--- config.mk ---
export PLATFORM = sky130hd
export DESIGN_NAME = variable_width_bit_packer
export DESIGN_NICKNAME = d
export VERILOG_FILES = /design/src/hw/rtl/vbp_pkg.sv /design/src/hw/rtl/vbp_pack.sv /design/src/hw/rtl/vbp_out_fifo.sv /design/src/hw/rtl/variable_width_bit_packer.sv
export SDC_FILE = /design/constraint.sdc
export NUM_CORES = 1
export LEC_CHECK = 0
export BUFFER_PORTS_ARGS = -buffer_cell sky130_fd_sc_hd__buf_2
export CAP_MARGIN = 15
export CELL_PAD_IN_SITES_DETAIL_PLACEMENT = 0
export CELL_PAD_IN_SITES_GLOBAL_PLACEMENT = 1
export CORE_UTILIZATION = 45
export CTS_CLUSTER_SIZE = 20
export DETAILED_ROUTE_END_ITERATION = 16
export PLACE_DENSITY = 0.78
export SYNTH_ARGS = -nofsm -noshare
export SYNTH_HDL_FRONTEND = slang
export SYNTH_SLANG_ARGS = --single-unit
--- constraint.sdc ---
create_clock -name clk -period 14.3 [get_ports clk]
set_input_delay 2.86 -clock clk [delete_from_list [all_inputs] [get_ports clk]]
set_output_delay 2.86 -clock clk [all_outputs]
set_load 0.005 [all_outputs]
--- src/hw/rtl/vbp_pkg.sv ---
// Shared types and constants for the variable width bit packer.
// Used by vbp_pack, vbp_out_fifo and variable_width_bit_packer; no dependencies.
`default_nettype none
package vbp_pkg;

  localparam int WORD_WIDTH = 64;
  localparam int VAL_W      = 32;
  localparam int CFG_W      = 6;
  localparam int FILL_W     = 7;
  localparam int FIFO_DEPTH = 4;
  localparam int PTR_W      = 2;
  localparam int CNT_W      = 3;

  localparam logic [CFG_W-1:0] WIDTH_RESET = 6'd8;
  localparam logic [CFG_W-1:0] WIDTH_MIN   = 6'd1;
  localparam logic [CFG_W-1:0] WIDTH_MAX   = 6'd32;

  // One output word with its end-of-stream flag
  typedef struct packed {
    logic [WORD_WIDTH-1:0] word;
    logic                  last;
  } out_word_t;

  // Words produced by one packing step, first word in e0
  typedef struct packed {
    logic [1:0] n;
    out_word_t  e0;
    out_word_t  e1;
  } pack_res_t;

endpackage
`default_nettype wire

--- src/hw/rtl/vbp_pack.sv ---
// Packing datapath: accumulator, fill count and the shift-or for one value.
// Depends on vbp_pkg.
`default_nettype none
module vbp_pack (
  input  wire logic                      clk,
  input  wire logic                      rst_n,
  input  wire logic [vbp_pkg::CFG_W-1:0] cfg_width,
  input  wire logic                      fire,
  input  wire logic [vbp_pkg::VAL_W-1:0] value,
  input  wire logic                      is_last,
  output vbp_pkg::pack_res_t             res
);
  import vbp_pkg::*;

  logic [WORD_WIDTH-1:0] acc_r, acc_nxt;
  logic [FILL_W-1:0]     fill_r, fill_nxt;

  logic [CFG_W-1:0]            w;
  logic [VAL_W:0]              mask;
  logic [VAL_W-1:0]            v;
  logic [WORD_WIDTH+VAL_W-1:0] sh;
  logic [WORD_WIDTH-1:0]       merged;
  logic [FILL_W-1:0]           total;
  logic                        full;
  logic [WORD_WIDTH-1:0]       acc_step;
  logic [FILL_W-1:0]           fill_step;

  // Clamp the configured width to 1..32 and mask the value
  always_comb begin
    if (cfg_width == '0) begin
      w = WIDTH_MIN;
    end else if (cfg_width > WIDTH_MAX) begin
      w = WIDTH_MAX;
    end else begin
      w = cfg_width;
    end
    mask = ~({(VAL_W+1){1'b1}} << w);
    v    = value & mask[VAL_W-1:0];
  end

  // Place the value above the filled bits; spill goes to the top part
  always_comb begin
    sh        = {{WORD_WIDTH{1'b0}}, v} << fill_r;
    merged    = acc_r | sh[WORD_WIDTH-1:0];
    total     = fill_r + {1'b0, w};
    full      = (total >= FILL_W'(WORD_WIDTH));
    acc_step  = full ? {{(WORD_WIDTH-VAL_W){1'b0}}, sh[WORD_WIDTH+VAL_W-1:WORD_WIDTH]}
                     : merged;
    fill_step = full ? (total - FILL_W'(WORD_WIDTH)) : total;
  end

  // Build the result words and the next state
  always_comb begin
    res          = '0;
    acc_nxt      = acc_step;
    fill_nxt     = fill_step;
    if (full) begin
      res.n       = 2'd1;
      res.e0.word = merged;
    end
    if (is_last) begin
      if (fill_step != '0) begin
        if (full) begin
          res.n       = 2'd2;
          res.e1.word = acc_step;
          res.e1.last = 1'b1;
        end else begin
          res.n       = 2'd1;
          res.e0.word = acc_step;
          res.e0.last = 1'b1;
        end
      end else if (full) begin
        res.e0.last = 1'b1;
      end
      acc_nxt  = '0;
      fill_nxt = '0;
    end
  end

  // Advance the state on each packed value
  always_ff @(posedge clk) begin
    if (!rst_n) begin
      acc_r  <= '0;
      fill_r <= '0;
    end else if (fire) begin
      acc_r  <= acc_nxt;
      fill_r <= fill_nxt;
    end
  end

endmodule
`default_nettype wire

--- src/hw/rtl/vbp_out_fifo.sv ---
// Four-entry output queue taking up to two words a cycle, giving one when out_ready is high.
// Depends on vbp_pkg.
`default_nettype none
module vbp_out_fifo (
  input  wire logic                      clk,
  input  wire logic                      rst_n,
  input  wire logic                      push,
  input  wire vbp_pkg::pack_res_t        res,
  output logic                           room2,
  output logic                           out_valid,
  input  wire logic                      out_ready,
  output vbp_pkg::out_word_t             out_word
);
  import vbp_pkg::*;

  out_word_t         mem_r [FIFO_DEPTH];
  logic [PTR_W-1:0]  wr_r, wr_nxt;
  logic [PTR_W-1:0]  rd_r, rd_nxt;
  logic [CNT_W-1:0]  cnt_r, cnt_nxt;
  logic [1:0]        n_push;
  logic              pop;

  assign n_push    = push ? res.n : 2'd0;
  assign out_valid = (cnt_r != '0);
  assign pop       = out_valid && out_ready;
  assign out_word  = mem_r[rd_r];
  assign room2     = (cnt_r <= CNT_W'(FIFO_DEPTH - 2));

  // Pointer and count update
  always_comb begin
    wr_nxt  = wr_r + PTR_W'(n_push);
    rd_nxt  = rd_r + PTR_W'(pop);
    cnt_nxt = cnt_r + CNT_W'(n_push) - CNT_W'(pop);
  end

  // Write the entries
  always_ff @(posedge clk) begin
    if (n_push != 2'd0) begin
      mem_r[wr_r] <= res.e0;
    end
    if (n_push == 2'd2) begin
      mem_r[wr_r + PTR_W'(1)] <= res.e1;
    end
  end

  // Hold control state
  always_ff @(posedge clk) begin
    if (!rst_n) begin
      wr_r  <= '0;
      rd_r  <= '0;
      cnt_r <= '0;
    end else begin
      wr_r  <= wr_nxt;
      rd_r  <= rd_nxt;
      cnt_r <= cnt_nxt;
    end
  end

endmodule
`default_nettype wire

--- src/hw/rtl/variable_width_bit_packer.sv ---
// Top level of the variable width bit packer.
// Depends on vbp_pkg, vbp_pack and vbp_out_fifo.
//
// Usage:
//   Input channel (in_valid/in_ready, in_value, in_is_last) takes one value per
//   word. Each value is cut to value_width bits (0 counts as 1, above 32 as 32)
//   and packed LSB first into 64-bit words on the output channel
//   (out_valid/out_ready, out_packed_word, out_last_word). A value marked last
//   flushes any partial word zero-padded, with out_last_word set on the final
//   word of the stream.
//   Configuration channel (cfg_valid/cfg_ready, cfg_value_width) is always
//   ready; write it only while the packer is idle.
// Timing:
//   An accepted value is packed from the input register once the output queue
//   has room for two words, and its words then enter the queue. One value per
//   cycle is sustained while the queue has room, set by the single shift-or on
//   the accumulator; a last value that yields two words writes both at once.
// Reset: accumulator and fill count clear, width returns to 8, queue empties.
// Stall: a four-entry output queue absorbs results; the packing step waits
//   when fewer than two entries are free, and the input register then holds.
`default_nettype none
module variable_width_bit_packer (
  input  wire logic                          clk,
  input  wire logic                          rst_n,
  input  wire logic                          in_valid,
  output logic                               in_ready,
  input  wire logic [vbp_pkg::VAL_W-1:0]     in_value,
  input  wire logic                          in_is_last,
  output logic                               out_valid,
  input  wire logic                          out_ready,
  output logic [vbp_pkg::WORD_WIDTH-1:0]     out_packed_word,
  output logic                               out_last_word,
  input  wire logic                          cfg_valid,
  output logic                               cfg_ready,
  input  wire logic [vbp_pkg::CFG_W-1:0]     cfg_value_width
);
  import vbp_pkg::*;

  logic [CFG_W-1:0] width_r;
  logic             s1_valid_r;
  logic [VAL_W-1:0] s1_value_r;
  logic             s1_last_r;
  logic             room2;
  logic             fire;
  pack_res_t        res;
  out_word_t        oword;

  assign cfg_ready = 1'b1;
  assign fire      = s1_valid_r && room2;
  assign in_ready  = !s1_valid_r || fire;

  // Width register
  always_ff @(posedge clk) begin
    if (!rst_n) begin
      width_r <= WIDTH_RESET;
    end else if (cfg_valid && cfg_ready) begin
      width_r <= cfg_value_width;
    end
  end

  // Input register: advance when empty or when the packing step takes the held word
  always_ff @(posedge clk) begin
    if (!rst_n) begin
      s1_valid_r <= 1'b0;
    end else if (in_ready) begin
      s1_valid_r <= in_valid;
    end
  end

  always_ff @(posedge clk) begin
    if (in_valid && in_ready) begin
      s1_value_r <= in_value;
      s1_last_r  <= in_is_last;
    end
  end

  vbp_pack u_pack (
    .clk       (clk),
    .rst_n     (rst_n),
    .cfg_width (width_r),
    .fire      (fire),
    .value     (s1_value_r),
    .is_last   (s1_last_r),
    .res       (res)
  );

  vbp_out_fifo u_fifo (
    .clk       (clk),
    .rst_n     (rst_n),
    .push      (fire),
    .res       (res),
    .room2     (room2),
    .out_valid (out_valid),
    .out_ready (out_ready),
    .out_word  (oword)
  );

  assign out_packed_word = oword.word;
  assign out_last_word   = oword.last;

endmodule
`default_nettype wire

==> results.md <==
Routing:
- The wire length on met3 is 6210 um.
- The total number of vias is 16.9k.
- The length of routed wiring on met1 is 29000 um.
- In the detailed route, the total length drawn on met2 is 32600 um.
- After detailed routing, the number of remaining DRC violations is 0.
- The highest metal layer with signal wires is met5.
- The total wire length after detailed routing is 71100 um.
- In this run the remaining antenna-violating nets after routing total 0.
- Dividing the detail-routed wire length by the instance count gives 28.4 um.
- The number of iterations in the first detailed-routing pass is 6.
- In the routed layout, each cell is associated on average with a via count of 6.74.
- The first routing iteration left 2119 violations.

Floorplanning:
- The starting density of the core is 0.459.
- The core region area is 44500 um2.
- The floorplan step defined a die boundary enclosing 46300 um2.
- The vertical die dimension is 215 um.
- The floorplan has 77 rows.
- The number of placed I/O pins is 112.
- The die is 215 um wide.

Layout:
- 0 antenna diodes ended up in the layout.
- The footprint of the multi-input gates is 9330 um2.
- Of the cells placed in the final design, the portion with a size suffix greater than 1 is 0.196.
- The layout overhead on the synthesized area is 12.7%.
- The number of nets in the finished design is 1933.
- The finished layout holds 2503 standard cells, fillers aside.
- The area taken by flip-flops and latches is 10500 um2.
- The count of filler cells inserted in the layout is 3965.

Power and ir drop:
- For this design the total switching power over the nets is 0.000930 W.
- In this run the static leakage power is 7.77 nW.
- Of the total power, registers draw 0.406.
- The internal power is 0.00220 W.
- The worst supply voltage drop on vdd is 0.000103 V.
- Of the total power, the share spent switching nets is 0.297.
- Of the total power, the clock network draws 0.375.
- The fraction of power consumed by combinational cells is 0.218.
- The overall power is 0.00313 W.
- The power density normalized to cell area is 136 nW/um2.

Timing:
- Setup repair after global routing left no endpoint under its margin.
- Setup violations remaining at the end of the flow were counted as 0.
- The post-layout minimum cycle time is 6.76 ns.
- The largest clock skew in the final design is 0.0380 ns.
- The sum of negative setup slack is 0 ns.
- Dividing the final minimum period by the clock period gives 0.473.
- Hold timing on the final database bottoms out at a slack of 0.461 ns.
- At the pin with the least slew margin, the transition time is 1.20 ns.
- The timing-limited maximum frequency is 148 MHz.
- Headroom to the max-slew limit came out at 0.200.
- The total count of hold-check failures in the final report is 0.
- The number of max-slew violations in the final report is 0.

Synthesis:
- The top flip-flop cell by instance count after synthesis is sky130_fd_sc_hd__edfxtp_1.
- The count of unique library cells instantiated by Yosys is 95.
- A synthesized cell averages 11.2 um2.
- The cell count after synthesis is 1825.
- The number of nets produced by synthesis is 1882.
- The summed instance area of the synthesized netlist is 20400 um2.
- For this run, the number of Yosys warnings is 0.
- The number of synthesized flops with an enable pin is 293.
- The sequential-to-total area share from yosys stat is 0.514.
- Counting flops with an async set or reset pin after synthesis yields a share of 0.
- Counting flops and latches in the post-synthesis netlist gives 378.

Clock network:
- The maximum buffer depth of the clock tree is 3.
- The count of clock tree sinks is 378.
- After clock tree synthesis, the setup repair step added 0 buffers.
- The clock latency at the later pin of the worst-skew pair is 0.60 ns.
- The clock tree from TritonCTS is built.
- In this run, post-CTS repair resized a total of 0 instances.
- For this design, the CTS-stage hold fixing added 0 buffers.
- The H-tree depth reported by CTS is 2.
- The clock transition at the register clock pins on the worst setup and hold paths after CTS is 0.06 ns.
- The clock buffer count from CTS is 43.
- The master cell of the clock root buffer is sky130_fd_sc_hd__clkbuf_16.

Global route:
- The initial antenna violation count is 0.
- After global routing the overflow that remains totals 0.
- The maximum number of pins on one net before global-route repair is 66.
- The total routing usage reported by global routing is 0.305.
- The first global-routing pass estimated 106000 um of wire.
- The via count of the first global-routing pass came to 16.1k.

Min path:
- The worst hold path depth is 2.
- The worst hold path terminates at u_pack.acc_r[44]$_SDFFE_PN0P_.
- The class of the tightest hold or removal check is reg -> reg.
- The hold path startpoint is u_pack.acc_r[44]$_SDFFE_PN0P_.

Critical path:
- The nature of the critical path startpoint is a flip-flop.
- The destination of the worst register-to-register timing path is u_fifo.mem_r[0][28]$_DFFE_PP_.
- The kind of end point of the critical path is a flip-flop.
- The internal reg-to-reg setup slack is 7.54 ns.
- At the worst endpoint, the required time is 14.71 ns.
- The number of cells on the worst reg-to-reg path is 16.
- The startpoint identified for the worst register-to-register timing path is width_r[2]$_SDFFE_PN0P_.
- The critical path arrival is 7.17 ns.
- The setup path with the least slack is of type reg -> reg.
- Of all nets on the critical path, the largest fanout is 27.

Place:
- The number of placed instances, taps included is 2422.
- The detailed placer's ending HPWL is 49300 um.
- The routability congestion estimate from global placement is 0.985.
- The number of I/O port buffers is 110.

Outcome:
- The flow ran to the end, and the final reports show no timing, DRC or antenna violations.

Run:
- The max-capacitance violation count is 0.
## worst max-delay path by stage
| stage | start | to | slack [ns] |
|---|---|---|---|
| after detailed placement | width_r[2]$_SDFFE_PN0P_ | u_fifo.mem_r[3][53]$_DFFE_PP_ | 7.71 |
| after global routing | width_r[2]$_SDFFE_PN0P_ | u_fifo.mem_r[0][28]$_DFFE_PP_ | 7.13 |
| after floorplan | u_pack.fill_r[1]$_SDFFE_PN0P_ | u_fifo.mem_r[0][0]$_DFFE_PP_ | 5.20 |
| after CTS | width_r[2]$_SDFFE_PN0P_ | u_fifo.mem_r[3][38]$_DFFE_PP_ | 7.67 |
| final | width_r[2]$_SDFFE_PN0P_ | u_fifo.mem_r[0][28]$_DFFE_PP_ | 7.54 |
| after global placement | width_r[2]$_SDFFE_PN0P_ | u_fifo.mem_r[0][25]$_DFFE_PP_ | 7.98 |
## cells by family (layout without fill, tap and decap cells)
kind of cell,after synthesis,in the layout,share of synthesized area
AOI/OAI and AO/OA,570,570,0.200
and+or+nand+nor,545,545,0.119
DFF,378,378,0.514
buffers and inverters,172,258,0.0334
muxes,137,137,0.121
adders and majority gates,13,13,0.00833
xor gates and xnor gates,9,9,0.00386
other,1,1,0.000184
## synthesized netlist by cell type, types with 38 or more instances
cell type	count	area (um2)
sky130_fd_sc_hd__nand3_1	38	190
sky130_fd_sc_hd__o21ai_0	79	395
sky130_fd_sc_hd__dfxtp_1	85	1700
sky130_fd_sc_hd__o22ai_1	121	757
sky130_fd_sc_hd__edfxtp_1	293	8800
sky130_fd_sc_hd__a21oi_1	81	405
sky130_fd_sc_hd__mux4_2	86	1940
sky130_fd_sc_hd__clkbuf_1	89	334
sky130_fd_sc_hd__nor3_1	39	195
sky130_fd_sc_hd__nand2_1	103	387
sky130_fd_sc_hd__nor2_1	260	976
## placed cells by master (no fill, tap or decap), types with 12 or more instances in the layout
cell type	count
sky130_fd_sc_hd__a22oi_1	12
sky130_fd_sc_hd__ha_1	12
sky130_fd_sc_hd__o211ai_1	23
sky130_fd_sc_hd__a221oi_1	12
sky130_fd_sc_hd__dfxtp_1	79
sky130_fd_sc_hd__a21oi_1	81
sky130_fd_sc_hd__a31oi_1	15
sky130_fd_sc_hd__a211oi_1	13
sky130_fd_sc_hd__edfxtp_1	293
sky130_fd_sc_hd__a22o_1	27
sky130_fd_sc_hd__buf_2	110
sky130_fd_sc_hd__and3_1	12
sky130_fd_sc_hd__mux2_2	20
sky130_fd_sc_hd__nor3_1	39
sky130_fd_sc_hd__and2_1	23
sky130_fd_sc_hd__clkbuf_16	43
sky130_fd_sc_hd__nand2_1	103
sky130_fd_sc_hd__mux2i_1	31
sky130_fd_sc_hd__nor2_1	255
sky130_fd_sc_hd__o221ai_1	13
sky130_fd_sc_hd__o21a_1	14
sky130_fd_sc_hd__o22ai_1	121
sky130_fd_sc_hd__inv_1	25
sky130_fd_sc_hd__nand3_1	38
sky130_fd_sc_hd__mux4_2	86
sky130_fd_sc_hd__o21ai_0	77
sky130_fd_sc_hd__buf_4	38
## registers in the layout (all words and copies together), names as in the netlist
signal,flops
s1_last_r,1
s1_valid_r,1
s1_value_r,32
u_fifo.cnt_r,3
u_fifo.mem_r,260
u_fifo.rd_r,2
u_fifo.wr_r,2
u_pack.acc_r,64
u_pack.fill_r,7
width_r,6
## layout make-up
class	count	area share
Clock inverter	27	0.0155
Clock buffer	53	0.0492
Multi-Input combinational cell	1275	0.405
Inverter	29	0.00473
Timing Repair Buffer	149	0.0366
Tap cell	592	0.0322
Sequential cell	378	0.456
## layer usage
layer | GRT usage | vias to the layer above
li1 | - | 7329
met5 | 0.0125 | -
met3 | 0.0443 | 157
met2 | 0.479 | 956
met4 | 0.140 | 2
met1 | 0.417 | 8432
## power by group through the flow
stage               logic [W]  clock network [W]  registers, W
floorplan            0.000450                  0       0.00127
global route         0.000725            0.00123       0.00128
finish               0.000684            0.00118       0.00127
global placement     0.000674                  0       0.00130
detailed placement   0.000676                  0       0.00130
CTS                  0.000680            0.00119       0.00128
## worst max-delay path: stages (launching register included)
cell	delay [ns]
sky130_fd_sc_hd__dfxtp_1	0.60
sky130_fd_sc_hd__nor4_1	0.47
sky130_fd_sc_hd__nor2_1	0.09
sky130_fd_sc_hd__nor2_1	0.11
sky130_fd_sc_hd__ha_1	0.25
sky130_fd_sc_hd__ha_1	0.19
sky130_fd_sc_hd__o211ai_1	0.14
sky130_fd_sc_hd__a21oi_1	0.52
sky130_fd_sc_hd__nor2_1	0.22
sky130_fd_sc_hd__xnor2_1	0.75
sky130_fd_sc_hd__inv_1	0.43
sky130_fd_sc_hd__ha_1	0.50
sky130_fd_sc_hd__nor2_1	0.27
sky130_fd_sc_hd__and3_1	0.78
sky130_fd_sc_hd__nand2_1	0.71
sky130_fd_sc_hd__nor2_1	0.38
sky130_fd_sc_hd__o2bb2ai_1	0.16
## through the flow
step	setup slack [ns]	utilization	area, um2
after floorplan	5.20	-	20400
after global placement	7.98	0.484	21500
after detailed placement	7.71	0.484	21500
after CTS	7.67	0.517	23000
after global routing	7.13	0.517	23000
final	7.54	0.517	23000
Power figures use the tool's default switching activity.
